File: config.mk
export PLATFORM = sky130hd
export DESIGN_NAME = date_sorted_priority_stack_flat
export DESIGN_NICKNAME = d
export VERILOG_FILES = /design/src/sv/dsps_pkg.sv /design/src/sv/dsps_ifs.sv /design/src/sv/dsps_cell.sv /design/src/sv/date_sorted_priority_stack.sv /design/src/flat_wrapper.sv
export SDC_FILE = /design/constraint.sdc
export NUM_CORES = 2
export LEC_CHECK = 0
export ABC_AREA = 1
export BUFFER_PORTS_ARGS = -buffer_cell sky130_fd_sc_hd__buf_2
export CAP_MARGIN = 15
export CORE_ASPECT_RATIO = 1.75
export CORE_MARGIN = 3
export CORE_UTILIZATION = 31
export DETAILED_ROUTE_END_ITERATION = 7
export MAX_ROUTING_LAYER = met4
export SLEW_MARGIN = 25
export SYNTH_ARGS = -nofsm -noshare
export SYNTH_HDL_FRONTEND = slang
export SYNTH_SLANG_ARGS = --single-unit
File: constraint.sdc
create_clock -name clk -period 3.7 [get_ports clk]
set_input_delay 0.185 -clock clk [delete_from_list [all_inputs] [get_ports clk]]
set_output_delay 0.185 -clock clk [all_outputs]
set_load 0.02 [all_outputs]
File: src/sv/dsps_pkg.sv
// Shared types, codes and sizing constants for the date-sorted priority stack.
`timescale 1ns / 1ps
`default_nettype none

package dsps_pkg;

    localparam int DEPTH_DEFAULT = 16;

    localparam int YEAR_W  = 12;
    localparam int MONTH_W = 4;
    localparam int DAY_W   = 5;
    localparam int TAG_W   = 16;
    localparam int KEY_W   = YEAR_W + MONTH_W + DAY_W;
    localparam int OCC_W   = 5;
    localparam int STAT_W  = 2;

    localparam logic CMD_INSERT = 1'b0;
    localparam logic CMD_POP    = 1'b1;

    typedef enum logic [STAT_W-1:0] {
        STAT_OK    = 2'd0,
        STAT_FULL  = 2'd1,
        STAT_EMPTY = 2'd2
    } status_t;

    typedef struct packed {
        logic [YEAR_W-1:0]  year;
        logic [MONTH_W-1:0] month;
        logic [DAY_W-1:0]   day;
        logic [TAG_W-1:0]   tag;
    } rec_t;

    // Per-cycle command broadcast to every cell of the chain.
    typedef struct packed {
        logic ins;
        logic pop;
        rec_t rec;
    } cell_ctrl_t;

    function automatic logic [KEY_W-1:0] date_key(input rec_t r);
        date_key = {r.year, r.month, r.day};
    endfunction

endpackage

`default_nettype wire

File: src/sv/dsps_ifs.sv
// Valid/ready channel interfaces for the command and result words.
`timescale 1ns / 1ps
`default_nettype none

interface dsps_cmd_if;
    import dsps_pkg::*;

    logic               valid;
    logic               ready;
    logic               cmd;
    logic [YEAR_W-1:0]  birth_year;
    logic [MONTH_W-1:0] birth_month;
    logic [DAY_W-1:0]   birth_day;
    logic [TAG_W-1:0]   record_tag;

    modport source (output valid, cmd, birth_year, birth_month, birth_day, record_tag,
                    input ready);
    modport sink   (input valid, cmd, birth_year, birth_month, birth_day, record_tag,
                    output ready);
endinterface

interface dsps_rsp_if;
    import dsps_pkg::*;

    logic               valid;
    logic               ready;
    logic [YEAR_W-1:0]  head_year;
    logic [MONTH_W-1:0] head_month;
    logic [DAY_W-1:0]   head_day;
    logic [TAG_W-1:0]   head_tag;
    logic [OCC_W-1:0]   occupancy;
    logic [STAT_W-1:0]  status;

    modport source (output valid, head_year, head_month, head_day, head_tag, occupancy,
                    status, input ready);
    modport sink   (input valid, head_year, head_month, head_day, head_tag, occupancy,
                    status, output ready);
endinterface

`default_nettype wire

File: src/sv/dsps_cell.sv
// One cell of the sorted chain: holds a record, compares, shifts up or down.
`timescale 1ns / 1ps
`default_nettype none

module dsps_cell
    import dsps_pkg::*;
(
    input  wire logic       clk,
    input  wire cell_ctrl_t ctrl,
    input  wire logic       occupied,
    input  wire logic       lt_above,
    input  wire rec_t       rec_above,
    input  wire rec_t       rec_below,
    output logic            lt,
    output rec_t            rec
);

    rec_t rec_reg;
    rec_t rec_next;

    // Stored record sorts strictly before the incoming one.
    assign lt  = occupied && (date_key(rec_reg) < date_key(ctrl.rec));
    assign rec = rec_reg;

    always_comb
    begin
        rec_next = rec_reg;
        if (ctrl.ins && !lt)
        begin
            rec_next = lt_above ? ctrl.rec : rec_above;
        end
        else if (ctrl.pop)
        begin
            rec_next = rec_below;
        end
    end

    always_ff @(posedge clk)
    begin
        rec_reg <= rec_next;
    end

endmodule

`default_nettype wire

File: src/sv/date_sorted_priority_stack.sv
// Top level of the date-sorted priority stack: cell chain, count and result register.
//
// Usage: words arrive on cmd_ch (valid/ready). cmd 0 inserts a record
// (date plus tag) in date order, earliest at the top; among equal dates the
// newest insert lands nearest the top. cmd 1 pops the top record. Each
// accepted word yields exactly one result word on rsp_ch: the top record
// after the operation (zeros when empty), the occupancy and a status
// (ok, insert rejected because full, pop on empty).
// The result is registered and valid in the cycle after the command word is taken.
// Throughput: one word per cycle while the result side keeps rsp_ch.ready
// high. Every cell compares its record against the incoming date in
// parallel, and all cells shift toward their neighbors together.
// Stall: the result register holds while rsp_ch.ready is low, and cmd_ch
// ready drops until the pending result is taken; the cells change only on
// an accepted word, so the shown head stays stable.
// Reset: rst_n clears the record count and the result valid flag; cell
// contents are left as is and are never shown until written.
`timescale 1ns / 1ps
`default_nettype none

module date_sorted_priority_stack
    import dsps_pkg::*;
#(
    parameter int DEPTH = DEPTH_DEFAULT
)
(
    input  wire logic   clk,
    input  wire logic   rst_n,
    dsps_cmd_if.sink    cmd_ch,
    dsps_rsp_if.source  rsp_ch
);

    localparam int CNT_W = $clog2(DEPTH + 1);

    logic              accept;
    logic              full;
    logic              empty;
    cell_ctrl_t        ctrl;
    rec_t              new_rec;
    rec_t              head;

    logic [CNT_W-1:0]  count_reg;
    logic [CNT_W-1:0]  count_next;
    logic              rsp_valid_reg;
    logic              rsp_valid_next;
    status_t           status_reg;
    status_t           status_next;

    rec_t              cell_rec [DEPTH];
    logic [DEPTH-1:0]  cell_lt;

    // Accept a new word whenever the result slot is free or being drained.
    assign cmd_ch.ready = !rsp_valid_reg || rsp_ch.ready;
    assign accept       = cmd_ch.valid && cmd_ch.ready;

    assign full  = (count_reg == CNT_W'(DEPTH));
    assign empty = (count_reg == '0);

    assign new_rec.year  = cmd_ch.birth_year;
    assign new_rec.month = cmd_ch.birth_month;
    assign new_rec.day   = cmd_ch.birth_day;
    assign new_rec.tag   = cmd_ch.record_tag;

    // Broadcast the operation to the chain; drop rejected ones.
    assign ctrl.ins = accept && (cmd_ch.cmd == CMD_INSERT) && !full;
    assign ctrl.pop = accept && (cmd_ch.cmd == CMD_POP) && !empty;
    assign ctrl.rec = new_rec;

    genvar gi;
    generate
        for (gi = 0; gi < DEPTH; gi++)
        begin : g_cell
            logic occ;
            logic lt_up;
            rec_t rec_up;
            rec_t rec_dn;

            assign occ = (CNT_W'(gi) < count_reg);

            if (gi == 0)
            begin : g_top
                // Nothing above the top cell: on an insert it takes the new record unless its own sorts earlier.
                assign lt_up  = 1'b1;
                assign rec_up = new_rec;
            end
            else
            begin : g_mid
                assign lt_up  = cell_lt[gi-1];
                assign rec_up = cell_rec[gi-1];
            end

            if (gi == DEPTH - 1)
            begin : g_bot
                // Bottom cell falls out of range on a pop; its content is don't-care.
                assign rec_dn = cell_rec[gi];
            end
            else
            begin : g_inner
                assign rec_dn = cell_rec[gi+1];
            end

            dsps_cell u_cell (
                .clk       (clk),
                .ctrl      (ctrl),
                .occupied  (occ),
                .lt_above  (lt_up),
                .rec_above (rec_up),
                .rec_below (rec_dn),
                .lt        (cell_lt[gi]),
                .rec       (cell_rec[gi])
            );
        end
    endgenerate

    // Count and status.
    always_comb
    begin
        count_next     = count_reg;
        status_next    = status_reg;
        rsp_valid_next = rsp_valid_reg;
        if (rsp_ch.ready)
        begin
            rsp_valid_next = 1'b0;
        end
        if (accept)
        begin
            rsp_valid_next = 1'b1;
            status_next    = STAT_OK;
            if (cmd_ch.cmd == CMD_INSERT)
            begin
                if (full)
                    status_next = STAT_FULL;
                else
                    count_next = count_reg + 1'b1;
            end
            else
            begin
                if (empty)
                    status_next = STAT_EMPTY;
                else
                    count_next = count_reg - 1'b1;
            end
        end
    end

    always_ff @(posedge clk or negedge rst_n)
    begin
        if (!rst_n)
        begin
            count_reg     <= '0;
            rsp_valid_reg <= 1'b0;
            status_reg    <= STAT_OK;
        end
        else
        begin
            count_reg     <= count_next;
            rsp_valid_reg <= rsp_valid_next;
            status_reg    <= status_next;
        end
    end

    // Head of the chain, zero when the store is empty.
    assign head = empty ? '0 : cell_rec[0];

    assign rsp_ch.valid      = rsp_valid_reg;
    assign rsp_ch.head_year  = head.year;
    assign rsp_ch.head_month = head.month;
    assign rsp_ch.head_day   = head.day;
    assign rsp_ch.head_tag   = head.tag;
    assign rsp_ch.occupancy  = OCC_W'(count_reg);
    assign rsp_ch.status     = status_reg;

    // Checks.
    a_count_bound: assert property (@(posedge clk) disable iff (!rst_n)
        count_reg <= CNT_W'(DEPTH))
        else $error("record count beyond depth");

    a_pop_dec: assert property (@(posedge clk) disable iff (!rst_n)
        ctrl.pop |=> (count_reg == $past(count_reg) - 1'b1))
        else $error("pop did not decrement count");

    a_full_status: assert property (@(posedge clk) disable iff (!rst_n)
        (rsp_valid_reg && (status_reg == STAT_FULL)) |-> full)
        else $error("full status while store not full");

    a_empty_status: assert property (@(posedge clk) disable iff (!rst_n)
        (rsp_valid_reg && (status_reg == STAT_EMPTY)) |-> (empty && (head.tag == '0)))
        else $error("empty status with records present");

endmodule

`default_nettype wire

File: src/flat_wrapper.sv
// flat-port wrapper written by rule: the top's interface ports become plain ports
module date_sorted_priority_stack_flat import dsps_pkg::*;
#(
    parameter int DEPTH = DEPTH_DEFAULT
)
  (clk, rst_n, cmd_ch_valid, cmd_ch_cmd, cmd_ch_birth_year, cmd_ch_birth_month, cmd_ch_birth_day, cmd_ch_record_tag, cmd_ch_ready, rsp_ch_valid, rsp_ch_head_year, rsp_ch_head_month, rsp_ch_head_day, rsp_ch_head_tag, rsp_ch_occupancy, rsp_ch_status, rsp_ch_ready);
  dsps_cmd_if cmd_ch_i ();
  dsps_rsp_if rsp_ch_i ();
  input  wire logic clk;
  input  wire logic rst_n;
  input wire logic [$bits(cmd_ch_i.valid)-1:0] cmd_ch_valid;
  input wire logic [$bits(cmd_ch_i.cmd)-1:0] cmd_ch_cmd;
  input wire logic [$bits(cmd_ch_i.birth_year)-1:0] cmd_ch_birth_year;
  input wire logic [$bits(cmd_ch_i.birth_month)-1:0] cmd_ch_birth_month;
  input wire logic [$bits(cmd_ch_i.birth_day)-1:0] cmd_ch_birth_day;
  input wire logic [$bits(cmd_ch_i.record_tag)-1:0] cmd_ch_record_tag;
  output wire logic [$bits(cmd_ch_i.ready)-1:0] cmd_ch_ready;
  output wire logic [$bits(rsp_ch_i.valid)-1:0] rsp_ch_valid;
  output wire logic [$bits(rsp_ch_i.head_year)-1:0] rsp_ch_head_year;
  output wire logic [$bits(rsp_ch_i.head_month)-1:0] rsp_ch_head_month;
  output wire logic [$bits(rsp_ch_i.head_day)-1:0] rsp_ch_head_day;
  output wire logic [$bits(rsp_ch_i.head_tag)-1:0] rsp_ch_head_tag;
  output wire logic [$bits(rsp_ch_i.occupancy)-1:0] rsp_ch_occupancy;
  output wire logic [$bits(rsp_ch_i.status)-1:0] rsp_ch_status;
  input wire logic [$bits(rsp_ch_i.ready)-1:0] rsp_ch_ready;
  assign cmd_ch_i.valid = cmd_ch_valid;
  assign cmd_ch_i.cmd = cmd_ch_cmd;
  assign cmd_ch_i.birth_year = cmd_ch_birth_year;
  assign cmd_ch_i.birth_month = cmd_ch_birth_month;
  assign cmd_ch_i.birth_day = cmd_ch_birth_day;
  assign cmd_ch_i.record_tag = cmd_ch_record_tag;
  assign cmd_ch_ready = cmd_ch_i.ready;
  assign rsp_ch_valid = rsp_ch_i.valid;
  assign rsp_ch_head_year = rsp_ch_i.head_year;
  assign rsp_ch_head_month = rsp_ch_i.head_month;
  assign rsp_ch_head_day = rsp_ch_i.head_day;
  assign rsp_ch_head_tag = rsp_ch_i.head_tag;
  assign rsp_ch_occupancy = rsp_ch_i.occupancy;
  assign rsp_ch_status = rsp_ch_i.status;
  assign rsp_ch_i.ready = rsp_ch_ready;
  date_sorted_priority_stack #(.DEPTH(DEPTH)) u_core (.clk(clk), .rst_n(rst_n), .cmd_ch(cmd_ch_i), .rsp_ch(rsp_ch_i));
endmodule
# After elaboration in Yosys (flattened, before gate mapping)
# Index checks and enable logic that the tools add are counted.
# classes
addsub	2
multipliers	0
n_div	0
order_cmp	32
n_eq_ne	3
shift	0
n_mux	54
n_bitwise	1
reduce_logical	75
# ops
cell	count
$mux W37	46
$lt A21 B21 Y1	16
$lt A4 B5 Y1 const A	8
$logic_and A1 B1 Y1	37
$reduce_bool A2 Y1	16
$lt A3 B5 Y1 const A	4
$logic_not A1 Y1	19
$mux W5	3
$lt A1 B5 Y1 const A	2
$lt A2 B5 Y1 const A	2
$add A5 B1 Y5 const B	1
$eq A5 B5 Y1 const B	1
$logic_not A5 Y1	1
$sub A5 B1 Y5 const B	1
$mux W2	2
$ne A2 B2 Y1 const B	2
$mux W1	3
$reduce_and A3 Y1	1
$logic_or A1 B1 Y1	1
$not A1 Y1	1
# word_totals
regBits	600
latchBits	0
ramBits	0
romBits	0
mem_count	0

# Depth between registers and ports, before layout
# logic_depth
depth_word	7
mapped_depth	17
mapped_depth_nobuf	15

# Modules after synthesis
# Synthesis repeated with hierarchy kept, for this count alone.
# hier_totals
cells_unflattened	5112
area_unflattened_um2	46449.5
# modules_own_cells
module	instances	cells_each	area_each_um2	seq_area_each_um2
dsps_cell at u_core.g_cell[0].u_cell ...	15	308	2840.2	1111.1
dsps_cell at u_core.g_cell[9].u_cell	1	303	2682.6	1111.1
date_sorted_priority_stack	1	189	1163.6	200.2

# Worst setup path before layout
# Ideal clock, no wire load.
# synth_timing
kind	reg-to-reg
from	register u_core.count_reg[0] (netlist: u_core.rsp_ch.occupancy[0])
to	register u_core.g_cell[15].u_cell.rec_reg (netlist bit u_core.g_cell[15].u_cell.rec[0]), enable pin
arrival_time_ns	3.051
required_ns	3.256
slack_ns	0.205
stages_incl_launch_ff	8
period_less_slack_ns	3.495
path_cell_list	dfrtp_1 -> inv_1 -> ha_1 -> nand2_1 -> nor2_2 -> nand2_2 -> nand3_2 -> a21oi_1
# synth_via
elab_chain_len	4
word_cells_on_any_way	7
classes_between	order compare: 1; eq/ne: 1; reduce/logical: 5
# synth_rtl
item	line	text
from (decl)	date_sorted_priority_stack.sv:42	logic [CNT_W-1:0] count_reg;
from (signal assigned)	date_sorted_priority_stack.sv:156	count_reg <= count_next;
$lt A4 B5 Y1 or $eq A5 B5 Y1 (tied branches)	date_sorted_priority_stack.sv:78, date_sorted_priority_stack.sv:56	
$logic_and A1 B1 Y1 or $logic_not A1 Y1 (tied branches)	dsps_cell.sv:22, date_sorted_priority_stack.sv:65	
$logic_not A1 Y1 or $logic_and A1 B1 Y1 (tied branches)	dsps_cell.sv:28, date_sorted_priority_stack.sv:65	
$logic_and A1 B1 Y1 (*)	dsps_cell.sv:28	if (ctrl.ins && !lt)
to (signal assigned)	dsps_cell.sv:40	rec_reg <= rec_next;
to (decl)	dsps_cell.sv:18	rec_t rec_reg;
# Mark *: on every way between the ends. The rest lies on a longest branch, timed or not.
# A chain may end at the register's enable or synchronous reset.

==> metrics.md <==
| Metric | Value |
|---|---|
| Die W | `between 200 and 300 um` |
| P per Cell Area | `approximately 570 nW/um^2` |
| Die Span Y | `493 um` |
| Largest net degree at the start of global routing | `between 70 and 80` |
| Synth top area cells | `edfxtp_1 (42%), nand2_1 (28%), ha_1 (9.6%)` |
| Sequential share of power | `37.9%` |
| GRT Overall Usage | `a little under a quarter` |
| Post-synth cell types | `38` |
| GRT Max-Usage Layer | `met2` |
| PortBufs | `87` |
| Vias in the first global route | `slightly below 40k` |
| DR DRC count | `0` |
| Routed wire length | `approximately 170 mm` |
| Sequential fraction of the synthesis area | `a little over two fifths` |
| Core ar. | `~130000 sq um` |
| Post-layout instance area | `46600 sq um` |
| Initial Util | `31.2%` |
| Clock sink count | `600` |
| Share of post-route cells with drive strength above 1 | `between 7 and 8%` |
| # setup viols final | `0` |
| Leak pwr | `about 23 nW` |
| Final nets | `approximately 6.0k` |
| PostCTS Resize Cnt | `0` |
| CP arrival | `slightly below 4 ns` |
| CTS tree | `yes` |
| Max Clk Rate | `~0.29 GHz` |
| Mapped Avg Cell Area | `7.39 sq um` |
| Global Route met2 Usage | `~42%` |
| CTS root buffer | `clkbuf_16` |
| Tcrit/Tclk final | `a little over nine tenths` |
| Asr flop ratio synth | `~1.3%` |
| Via Count | `39.9k` |
| Type of the worst min-delay path | `primary input to flop` |
| Worst slew pin tran | `0.922 ns` |
| Worst clock skew | `about 0.04 ns` |
| Post-placement cell area | `approximately 44000 sq um` |
| Slew HR | `38.4%` |
| Largest area contributor in the netlist | `edfxtp_1` |
| Starting DRT DRC Count | `3364` |
| First-pass GRT wire length | `245 mm` |
| GR Layer Usage met1 | `approximately 23%` |
| Total gr overflow | `0` |
| # H-tree levels | `2` |
| Sw Pwr | `10.8 mW` |
| DR WL/cell | `approximately 22 um` |
| Count leader, synth | `nand2_1` |
| Max Root-Sink Buffers | `3` |
| Synth cell count leaders | `nand2_1 (3113), edfxtp_1 (592), ha_1 (323)` |
| Number of flip-flops in the largest register | `just under 600` |
| Max Cap Violations | `0` |
| CP Max Fanout | `21` |
| RSZ-0062 raised after global routing | `no` |
| Fin Setup TNS | `0 ns` |
| Combinational power share | `a little under two fifths` |
| DRT antenna net count | `0` |
| Mapped Area | `approximately 42000 sq um` |
| Grt met3 use | `between 2 and 3%` |
| Ports | `~90` |
| CP Launch Type | `flop` |
| Yosys Warn Count | `0` |
| Maximum VDD drop | `0.329 mV` |
| Die area | `approximately 140000 sq um` |
| Status | `complete, no violations` |
| Fin crit period | `between 3 and 4 ns` |
| Required time worst endpoint | `4.13 ns` |
| Internal power consumption | `15.6 mW` |
| Slew Limit Fails | `0` |
| CP Class | `flop to flop` |
| Insertion delay to the later sink of the worst-skew pair | `between 0.7 and 0.8 ns` |
| Synth top area share | `42.3%` |
| Layout area overhead | `10.9%` |
| Mapped Cells | `5686` |
| Syn Nets | `a little over 6k` |
| Register clock-pin slew on the reported worst setup and hold paths | `approximately 0.070 ns` |
| Std-Cell Rows | `~180` |
| Post-synth EDFFs | `between 500 and 600` |
| HPWL Detailed | `122 mm` |
| Register bit total from synthesis | `600` |
| Primary FF master, synth | `edfxtp_1` |
| Num CTS Buffers | `60` |
| 1st-pass router iterations | `6` |
| Vias/cell | `roughly 5.3` |
| Hold Fails Final Rpt | `0` |
| Antenna violations before repair | `6` |
| Clock share of power | `roughly 25%` |
| Final Wtd Congestion | `approximately 0.94` |
| Sw frac | `between 40% and 50%` |
| Critical Path End Type | `flop` |
## kinds of logic after synthesis
logic type      count (synthesis)  synth area share (%)
compound gates                226                  2.95
fa+ha+maj                     323                  9.62
simple gates                 3868                  37.5
xor+xnor                        5                 0.104
flops                         600                  42.8
buf+inv                       664                  7.05
## worst paths after layout
path,startpoint,to,slack (ns),cells after the start
worst max-delay path,u_core.g_cell[12].u_cell.rec[34],u_core.g_cell[12].u_cell.rec[6],0.21,11
worst min-delay path,cmd_ch_birth_day[3],u_core.g_cell[0].u_cell.rec[19],0.05,4
min in group asynchronous,rst_n,u_core.rsp_ch.valid,0.47,3
max in group asynchronous,rst_n,u_core.rsp_ch.occupancy[1],2.95,3
worst max register to register,u_core.g_cell[12].u_cell.rec[34],u_core.g_cell[12].u_cell.rec[6],0.21,11
worst min register to register,u_core.g_cell[15].u_cell.rec[6],u_core.g_cell[14].u_cell.rec[6],0.53,2
## power groups by stage
stage	Combinational, mW	Clock (mW)	Sequential [mW]
6_report	9.82	6.57	10.0
5_1_grt	10.9	6.89	10.1
4_1_cts	9.70	6.67	9.97
3_5_place_dp	9.65	0	10.1
3_3_place_gp	9.46	0	10.1
2_1_floorplan	6.85	0	9.66
## routing by layer
| metal | vias up | share of wire [%] |
|---|---|---|
| li1 | 18549 | - |
| met1 | 18887 | 33 |
| met2 | 1736 | 51 |
| met3 | 772 | 5.3 |
| met4 | 0 | 11 |
| met5 | - | 0 |
## layout make-up
class                      count  area (sq um)
antenna                        3          7.51
tap                         1800          2250
inverter                     316          1190
sequential                   600         18000
clock inverter                40           460
multi-input combinational   4422         21100
timing repair buffer         269          2030
fill                       14372         87900
clock buffer                  69          1540
## cell usage in the layout (no fill, tap or decap), types with 16 or more instances in the layout
cell	n
inv_1	298
o21ai_1	28
nor2_1	126
nand3_1	283
buf_4	158
a21o_1	20
nand2_1	3107
edfxtp_1	592
a21oi_1	89
inv_2	17
nor2_2	16
o21ai_0	63
buf_2	87
clkbuf_16	60
ha_1	323
nand2_2	16
nand4_1	303
## critical path, stage by stage, from the launching register on
cell	delay [ns]
edfxtp_1	0.60
ha_1	0.40
nand2_1	0.05
nor2_1	0.27
inv_1	0.17
nor3_1	0.65
nand2_1	0.21
nand3_1	0.19
nand2_1	0.15
buf_4	0.33
nand2_1	0.11
nand2_1	0.05
## timing repair
| item | in CTS | in global routing |
|---|---|---|
| buffers inserted | 0 | 0 |
| hold endpoints to repair | 14 | 0 |
| hold buffers | 8 | 0 |
## per-stage QoR
stage | hold slack [ns] | cells | util [%] | setup slack, ns | power [mW]
after floorplan | -0.111 | 5686 | - | 0.205 | 16.5
after global placement | 0.0544 | 7398 | 33.1 | 0.251 | 19.6
after detailed placement | 0.0523 | 7399 | 33.1 | 0.337 | 19.8
after CTS | 0.0379 | 7516 | 34.6 | 0.400 | 26.3
after global routing | 0.0762 | 7519 | 34.6 | 0.242 | 27.9
final | 0.0456 | 7519 | 34.6 | 0.211 | 26.4
Note: power is estimated with default switching activity, not from simulation.
